<file path="src/hw/rtl/hds_pkg.sv">
// ----------------------------------------------------------------------------
// hds_pkg
// Shared constants, tables and word types of the heading displacement pipeline.
// ----------------------------------------------------------------------------
package hds_pkg;

	// rotation iterations, one pipeline stage each
	localparam int CORDIC_STAGES = 18;
	localparam int ATAN_ENTRIES  = 32;
	localparam int CORDIC_ITERS  = (CORDIC_STAGES < ATAN_ENTRIES) ? CORDIC_STAGES : ATAN_ENTRIES;

	// heading units: 1/64 degree
	localparam logic [15:0] QUARTER_UNITS = 16'd5760;   // 90 degrees
	localparam logic [15:0] HALF_UNITS    = 16'd11520;  // 180 degrees
	localparam logic [15:0] TQ_UNITS      = 16'd17280;  // 270 degrees
	localparam logic [15:0] FULL_UNITS    = 16'd23040;  // 360 degrees

	// remainder inside a quadrant and its split r = 45*a + b
	localparam int RW          = 13;
	localparam int QW          = 7;
	localparam int BW          = 6;
	localparam int DIV45       = 45;
	localparam int PRE_SHIFT   = 9;    // 23040 = 45 << 9
	localparam int RECIP_SHIFT = 19;
	localparam int RECIP_W     = 14;
	localparam logic [RECIP_W-1:0] RECIP_45 = RECIP_W'(((1 << RECIP_SHIFT) + DIV45 - 1) / DIV45);
	localparam int PROD_W      = RW + RECIP_W;

	// angle is 2^-32 turn; per-b fraction table holds floor((b*2^23 + 22) / 45)
	localparam int FRAC_W    = 32 - PRE_SHIFT;
	localparam int ZTAB_N    = DIV45;

	localparam logic [FRAC_W-1:0] ZTAB [ZTAB_N] = '{
		23'd0,       23'd186414,  23'd372827,  23'd559241,  23'd745654,  23'd932068,
		23'd1118481, 23'd1304895, 23'd1491308, 23'd1677722, 23'd1864135, 23'd2050549,
		23'd2236962, 23'd2423376, 23'd2609789, 23'd2796203, 23'd2982616, 23'd3169030,
		23'd3355443, 23'd3541857, 23'd3728270, 23'd3914684, 23'd4101097, 23'd4287511,
		23'd4473924, 23'd4660338, 23'd4846751, 23'd5033165, 23'd5219578, 23'd5405992,
		23'd5592405, 23'd5778819, 23'd5965232, 23'd6151646, 23'd6338059, 23'd6524473,
		23'd6710886, 23'd6897300, 23'd7083713, 23'd7270127, 23'd7456540, 23'd7642954,
		23'd7829367, 23'd8015781, 23'd8202194
	};

	// datapath widths
	localparam int ZW = 34;
	localparam int XW = 34;
	localparam int MW = 32;
	localparam int PW = 64;
	localparam int DW = PW - 30;
	localparam int SW = 36;

	localparam logic signed [XW-1:0] GAIN_INV = 34'sd652032874;
	localparam logic [PW-1:0]        ROUND_HALF = PW'(1) << 29;

	localparam logic [ZW-1:0] ATAN_TAB [ATAN_ENTRIES] = '{
		34'h20000000, 34'h12E4051E, 34'h09FB385B, 34'h051111D4, 34'h028B0D43, 34'h0145D7E1,
		34'h00A2F61E, 34'h00517C55, 34'h0028BE53, 34'h00145F2F, 34'h000A2F98, 34'h000517CC,
		34'h00028BE6, 34'h000145F3, 34'h0000A2FA, 34'h0000517D, 34'h000028BE, 34'h0000145F,
		34'h00000A30, 34'h00000518, 34'h0000028C, 34'h00000146, 34'h000000A3, 34'h00000051,
		34'h00000029, 34'h00000014, 34'h0000000A, 34'h00000005, 34'h00000003, 34'h00000001,
		34'h00000001, 34'h00000000
	};

	localparam logic [31:0] POS_MAX = 32'h7FFF_FFFF;
	localparam logic [31:0] POS_MIN = 32'h8000_0000;

	typedef enum logic [1:0] {
		QUAD_0 = 2'd0,
		QUAD_1 = 2'd1,
		QUAD_2 = 2'd2,
		QUAD_3 = 2'd3
	} quad_t;

	typedef struct packed {
		logic signed [31:0] pos_x;
		logic signed [31:0] pos_y;
		logic [31:0]        step_length;
	} carry_t;

	typedef struct packed {
		logic   move;
		quad_t  quad;
		carry_t carry;
	} side_t;

	typedef struct packed {
		side_t         side;
		logic [ZW-1:0] z;
	} ang_t;

	typedef struct packed {
		side_t                side;
		logic signed [XW-1:0] cx;
		logic signed [XW-1:0] cy;
	} rot_t;

endpackage

</file>
<file path="src/hw/rtl/hds_angle.sv">
// ----------------------------------------------------------------------------
// hds_angle
// Splits the heading into quadrant and remainder and forms the start angle.
// ----------------------------------------------------------------------------
module hds_angle (
	input  logic              clk,
	input  logic              arst_n,
	input  logic              in_valid,
	output logic              up_ready,
	input  logic [15:0]       heading,
	input  hds_pkg::carry_t   carry,
	output logic              out_valid,
	input  logic              dn_ready,
	output hds_pkg::ang_t     out_word
);

	logic v_s1, v_s2, v_s3;
	logic rdy1, rdy2, rdy3;

	logic                     move_c;
	hds_pkg::quad_t           quad_c;
	logic [hds_pkg::RW-1:0]   r_c;

	hds_pkg::side_t           side_s1, side_s2;
	logic [hds_pkg::RW-1:0]   r_s1, r_s2;
	logic [hds_pkg::QW-1:0]   a_s2;
	logic [hds_pkg::PROD_W-1:0] prod_c;
	logic [hds_pkg::RW-1:0]   b_full_c;
	logic [hds_pkg::BW-1:0]   b_c;
	hds_pkg::ang_t            out_s3;

	assign rdy3     = !v_s3 | dn_ready;
	assign rdy2     = !v_s2 | rdy3;
	assign rdy1     = !v_s1 | rdy2;
	assign up_ready = rdy1;

	always_comb begin
		move_c = heading < hds_pkg::FULL_UNITS;
		if (heading < hds_pkg::QUARTER_UNITS) begin
			quad_c = hds_pkg::QUAD_0;
			r_c    = hds_pkg::RW'(heading);
		end else if (heading < hds_pkg::HALF_UNITS) begin
			quad_c = hds_pkg::QUAD_1;
			r_c    = hds_pkg::RW'(heading - hds_pkg::QUARTER_UNITS);
		end else if (heading < hds_pkg::TQ_UNITS) begin
			quad_c = hds_pkg::QUAD_2;
			r_c    = hds_pkg::RW'(heading - hds_pkg::HALF_UNITS);
		end else begin
			quad_c = hds_pkg::QUAD_3;
			r_c    = hds_pkg::RW'(heading - hds_pkg::TQ_UNITS);
		end
	end

	// a = r / 45 by reciprocal, exact for every remainder below 5760
	assign prod_c   = hds_pkg::PROD_W'(r_s1) * hds_pkg::PROD_W'(hds_pkg::RECIP_45);
	assign b_full_c = r_s2 - hds_pkg::RW'(a_s2) * hds_pkg::RW'(hds_pkg::DIV45);
	assign b_c      = b_full_c[hds_pkg::BW-1:0];

	always_ff @(posedge clk or negedge arst_n) begin
		if (!arst_n) begin
			v_s1 <= 1'b0;
			v_s2 <= 1'b0;
			v_s3 <= 1'b0;
		end else begin
			if (rdy1) v_s1 <= in_valid;
			if (rdy2) v_s2 <= v_s1;
			if (rdy3) v_s3 <= v_s2;
		end
	end

	always_ff @(posedge clk) begin
		if (rdy1) begin
			side_s1.move  <= move_c;
			side_s1.quad  <= quad_c;
			side_s1.carry <= carry;
			r_s1          <= r_c;
		end
		if (rdy2) begin
			side_s2 <= side_s1;
			r_s2    <= r_s1;
			a_s2    <= prod_c[hds_pkg::RECIP_SHIFT +: hds_pkg::QW];
		end
		if (rdy3) begin
			out_s3.side <= side_s2;
			out_s3.z    <= {{(hds_pkg::ZW - hds_pkg::QW - hds_pkg::FRAC_W){1'b0}},
				a_s2, hds_pkg::ZTAB[b_c]};
		end
	end

	assign out_valid = v_s3;
	assign out_word  = out_s3;

endmodule

</file>
<file path="config.mk">
export PLATFORM = sky130hd
export DESIGN_NAME = hds_angle
export DESIGN_NICKNAME = d
export VERILOG_FILES = /design/src/hw/rtl/hds_pkg.sv /design/src/hw/rtl/hds_angle.sv
export SDC_FILE = /design/constraint.sdc
export NUM_CORES = 1
export LEC_CHECK = 0
export BUFFER_PORTS_ARGS = -buffer_cell sky130_fd_sc_hd__buf_2
export CORE_MARGIN = 3
export CORE_UTILIZATION = 51
export CTS_CLUSTER_DIAMETER = 150
export DETAILED_ROUTE_END_ITERATION = 10
export GPL_TIMING_DRIVEN = 0
export MAX_ROUTING_LAYER = met4
export PLACE_DENSITY = 0.73
export SKIP_CTS_REPAIR_TIMING = 1
export SLEW_MARGIN = 20
export SYNTH_ARGS = -nofsm -noshare
export SYNTH_HDL_FRONTEND = slang
export SYNTH_SLANG_ARGS = --single-unit
</file>
<file path="constraint.sdc">
create_clock -name clk -period 4.7 [get_ports clk]
set_input_delay 0.705 -clock clk [delete_from_list [all_inputs] [get_ports clk]]
set_output_delay 0.705 -clock clk [all_outputs]
set_load 0.01 [all_outputs]
</file>
Word level (Yosys, flattened, before mapping)
Memories as Yosys holds them, arrays and structs flattened. A register that Yosys moved wholly into a read port is not among the register bits.
Index checks and enable logic that the tools add are counted.
W data, S select, Z words.
{ "word_totals": {"input_bits": 116, "elab_cells": 50, "ram_bits": 0, "out_inout_bits": 135, "rom_bits": 1472, "latch_bits": 0, "regBits": 356, "memories": 1} }
{ "mem_list": {"columns": ["name", "depth", "width", "rd", "rd_ports_with_merged_regs", "write_ports", "line", "text"], "rows": [
  ["(no name shown)", 64, 23, 1, 1, 0, "hds_angle.sv:86", "a_s2, hds_pkg::ZTAB[b_c]};"]
]} }
{ "op_classes": {"div": 0, "n_shift": 0, "bitwise_logic": 4, "reduce_logical": 4, "n_eq_ne": 0, "add_sub_neg": 4, "multipliers": 2, "order_cmp": 5, "muxes": 7} }
{ "ops": {"columns": ["cell", "count"], "rows": [
  ["$mux W23", 2],
  ["$mux W13", 3],
  ["$lt A16 B15 Y1 const B", 2],
  ["$mul A13 B14 Y26 const B", 1],
  ["$lt A16 B13 Y1 const B", 1],
  ["$lt A16 B14 Y1 const B", 1],
  ["$sub A13 B10 Y13 const B", 1],
  ["$sub A13 B12 Y13 const B", 1],
  ["$sub A13 B13 Y13 const B", 1],
  ["$ge A7 B7 Y1 const B", 1],
  ["$mul A7 B6 Y6 const B", 1],
  ["$not A6 Y7", 1],
  ["$sub A6 B6 Y6", 1],
  ["$logic_not A1 Y1", 3],
  ["$or A1 B1 Y1", 3],
  ["$mux W1", 2],
  ["$reduce_or A2 Y1", 1]
]} }

Longest topological paths before layout
{ "logic_depth": {"depth_word": 6, "mapped_depth": 16, "ltp_nobuf": 16} }

Worst setup path before layout
No wires, ideal clock.
{ "synth_timing": {"kind": "input-to-reg", "from": "in dn_ready", "to": "reg r_s1[0] (netlist name) (enable)", "t_arrival_ns": 3.948, "setup_slack_ns": -0.814, "required_ns": 3.134, "path_stages": 1, "path_buffers": 0, "setup_time_ns": 1.566, "path_cell_list": "nand4b_1"} }
{ "synth_via": {"elab_chain_cells": 3} }
{ "synth_rtl": {"columns": ["element", "line", "text"], "rows": [
  ["start, declared", "hds_angle.sv:13", "input logic dn_ready,"],
  ["$or A1 B1 Y1", "hds_angle.sv:32", "assign rdy3 = !v_s3 | dn_ready;"],
  ["$or A1 B1 Y1", "hds_angle.sv:33", "assign rdy2 = !v_s2 | rdy3;"],
  ["$or A1 B1 Y1", "hds_angle.sv:34", "assign rdy1 = !v_s1 | rdy2;"],
  ["end signal, assigned", "hds_angle.sv:76", "r_s1 <= r_c;"],
  ["end, declared", "hds_angle.sv:25", "logic [hds_pkg::RW-1:0] r_s1, r_s2;"]
]} }
No other way between the ends.
A chain may end at the register's enable or synchronous reset.

Worst setup path after layout
{ "layout_timing": {"from": "reg r_s1[3] (netlist name)", "to": "reg a_s2[6] (netlist name), data pin"} }
{ "layout_via": {"elab_chain_cells": 1} }
{ "layout_rtl": {"columns": ["element", "line", "text"], "rows": [
  ["$mul A13 B14 Y26", "hds_angle.sv:55", "assign prod_c = hds_pkg::PROD_W'(r_s1) * hds_pkg::PROD_W'(hds_pkg::RECIP_45);"],
  ["named net prod_c (one bit)", "hds_angle.sv:27", "logic [hds_pkg::PROD_W-1:0] prod_c;"],
  ["end signal, assigned", "hds_angle.sv:81", "a_s2 <= prod_c[hds_pkg::RECIP_SHIFT +: hds_pkg::QW];"],
  ["end, declared", "hds_angle.sv:26", "logic [hds_pkg::QW-1:0] a_s2;"]
]} }
The timed path passes the listed nets, and every way through them passes these cells.

==> results.toml <==
[setup_path]
critical_path.slowest_cell = "fa_1"
worst-path-max-fanout = 5
worstPathArrival_ps = 4780
path_cells = "ha_1 > inv_1 > fa_1 > fa_1 > fa_1 > inv_1 > fa_1 > inv_1 > ha_1 > a211o_1 > a2111oi_2 > o31ai_2 > a21oi_2 > xnor2_1"
critical_path.startpoint_type = "register"
class_of_the_most_critical_setup_path = "reg -> reg"
cpMostUsedCell = "fa_1"
critical_path.max_stage_delay_ps = 530
critical_path_buf_inv_count = 3
worst-endpoint-required_ps = 4960
cp-end-kind = "register"
cp_top_delay_family = "adder cells"

[timing]
grt_setup_unrepaired = "true"
hold_viol_final = 0
final.setup_skew_ps = 17.4
max_slew.worst_pin.slew_ps = 867
timing.final.setup_violations = 0
period_needed_ps = 4520
timing.final.crit_share = 0.961
max_freq_ghz = 0.221
max-slew-margin-rel = 0.418
report.final.slew_viol_count = 0

[clock_tree]
cts_tree = "yes"
numClockSinks = 350
max-clock-path-buffers = 3
cts_buffers = 36
cts.reportedPaths.clkPinSlew_ps = 70
number_of_h_tree_levels = 2
worstSkewPairLatency_ps = 510
cts_root_buffer = "clkbuf_16"

[logic_synthesis]
synth_area_leader_cell = "edfxtp_1"
synth_largest_type_area_fraction = 0.689
postSynth.topFlopCell = "edfxtp_1"
yosysWarningCount = 0
portion_of_the_post_synthesis_area_used_by_sequential_elements = 0.694
netlist_instances = 922
yosys_register_bits = 350
area_contributors_post_synth = "edfxtp_1 69%, ha_1 9.5%, fa_1 5.6%, inv_1 2.9%, xnor2_1 1.4%"
synth_area_per_cell_um2 = 16.4
synth-edff-count = 347
mappedNetlistArea_mm2 = 0.0151
yosys.cell_types.count = 71
synthArstFlopShare = 0.00857

[routing]
dr_iter_0_viols = 599
ant_nets = 0
detail_route.wirelength_mm = 30.8
drt-vias-per-instance = 5.06
drt_drc_violations_left = 0
firstDrtPassIters = 5
wl_per_cell_um = 18.6
detailroute.via_count = 8400

[global_routing]
grt_max_degree = 47
antenna_found_initial = 6
grt_pass1_vias = 8364
gr-total-overflow = 0
groute.usage.overall = 0.195
grt_first_pass_wirelength_mm = 46.1

[die]
floorplan.die_area_mm2 = 0.0318
placementRows = 62
floorplan.io_pins = 251
floorplan.core_area_mm2 = 0.0289
die-width_um = 178
initial_core_util = 0.523
die_h_um = 178

[place]
place_congestion = 0.873
placed_wire_length_estimate_mm = 22.6
dp_cells = 1572
port-buffer-count = 244

[cells_and_area]
layout.nets = 1516
post_layout_nonfiller_instances = 1661
syn2layout_area_growth_pct = 21.8
layout-drive-gt1-share = 0.293
fillers = 2111

[flow_run]
max_cap_violations = 0

[status]
run_status = "finished, final reports clean"

[worst_hold_path]
min_path_type = "in -> reg"
metal layers:
metal	GRT usage	wire length, um	vias to the layer above
met5	-	0	-
met3	0.0485	2540	45
met1	0.242	12200	4024
met4	0.0552	656	0
met2	0.323	15500	310
li1	-	-	4021
cells in the mapped netlist (all sizes together) (2+ instances only):
cell / number
edfxtp: 347
ha: 115
inv: 115
fa: 42
a21oi: 34
nor2: 32
o21ai: 27
xnor2: 25
nand2: 23
buf: 20
nor3: 11
nand2b: 10
a211oi: 9
o211ai: 8
nand3: 7
a21o: 6
a31oi: 6
clkbuf: 6
xor2: 6
a211o: 5
and2: 4
o21a: 4
a2111oi: 3
dfrtp: 3
mux2: 3
nor3b: 3
o21bai: 3
or2: 3
a221oi: 2
and3: 2
mux2i: 2
mux4: 2
nand4: 2
nor4: 2
o2111ai: 2
o21ba: 2
o22a: 2
o31ai: 2
or3: 2
placed cells by master (no fill, tap or decap), types with 6 or more instances in the layout:
master     synthesis  layout
buf_8              0       6
clkbuf_1           6      14
ha_1             115     114
o211ai_1           8       8
a211oi_1           8       6
xnor2_1           25      24
clkbuf_16          0      36
a31oi_1            6       6
o21ai_0           27      22
nand2_1           23      23
diode_2            0       7
fa_1              42      42
a21oi_1           33      32
nand2b_1           9       8
nand3_1            7       7
nor3_1            11      11
buf_6              1      12
buf_2              9     253
clkinv_1           1      11
buf_4             10      26
nor2_1            32      32
edfxtp_1         347     347
inv_1            115     115
xor2_1             6       6
metrics by stage:
stage / cell area, um2 / worst slack (ps) / hold slack, ps / util / TNS [ps]
final: 18400 / 183 / 363 / 0.637 / 0
after global routing: 18400 / -37.2 / 337 / 0.637 / -56.3
after CTS: 18200 / -284 / -33.8 / 0.630 / -852
after detailed placement: 17100 / -271 / 405 / 0.591 / -774
after global placement: 16800 / -3220 / 400 / 0.582 / -671450
after floorplan: 15100 / -814 / 400 / - / -91390
area by class of cell:
class | instances | area [um2] | share of cell area
Tap cell | 384 | 480 | 0.0261
Timing Repair Buffer | 280 | 1610 | 0.0871
Inverter | 116 | 435 | 0.0236
Multi-Input combinational cell | 433 | 4120 | 0.224
Buffer | 26 | 154 | 0.00835
Clock inverter | 21 | 189 | 0.0103
Antenna cell | 7 | 17.5 | 0.000950
Sequential cell | 350 | 10500 | 0.569
Clock buffer | 44 | 931 | 0.0505
registers in the layout, indices dropped and copies added (netlist names):
register,count
a_s2,7
out_valid,1
out_word,123
r_s1,13
r_s2,6
side_s1,99
side_s2,99
v_s1,1
v_s2,1
path summary, 6_finish.rpt:
kind                              from     endpoint  slack (ps)  cells after the start
min in group asynchronous       arst_n         v_s2         520                      2
setup / recovery               r_s1[3]      a_s2[6]         180                     14
hold reg to reg            side_s1[90]  side_s2[90]         410                      0
hold / removal              heading[5]      r_s1[5]         360                      1
setup reg to reg               r_s1[3]      a_s2[6]         180                     14
max in group asynchronous       arst_n    out_valid        4070                      2
cell families (layout without fill, tap and decap cells):
logic type / after synthesis / count (layout) / synth area share
xor gates and xnor gates: 31 / 31 / 0.0179
muxes: 7 / 7 / 0.00653
other: 1 / 11 / 0.000248
adders and majority gates: 157 / 157 / 0.151
buffers and inverters: 142 / 487 / 0.0389
AOI/OAI and AO/OA: 128 / 128 / 0.0574
and+or+nand+nor: 106 / 106 / 0.0346
DFF: 350 / 350 / 0.694
Power is left out: the tool's default activity adds up to more than one toggle a clock period on the data nets, which glitch-free logic cannot reach.
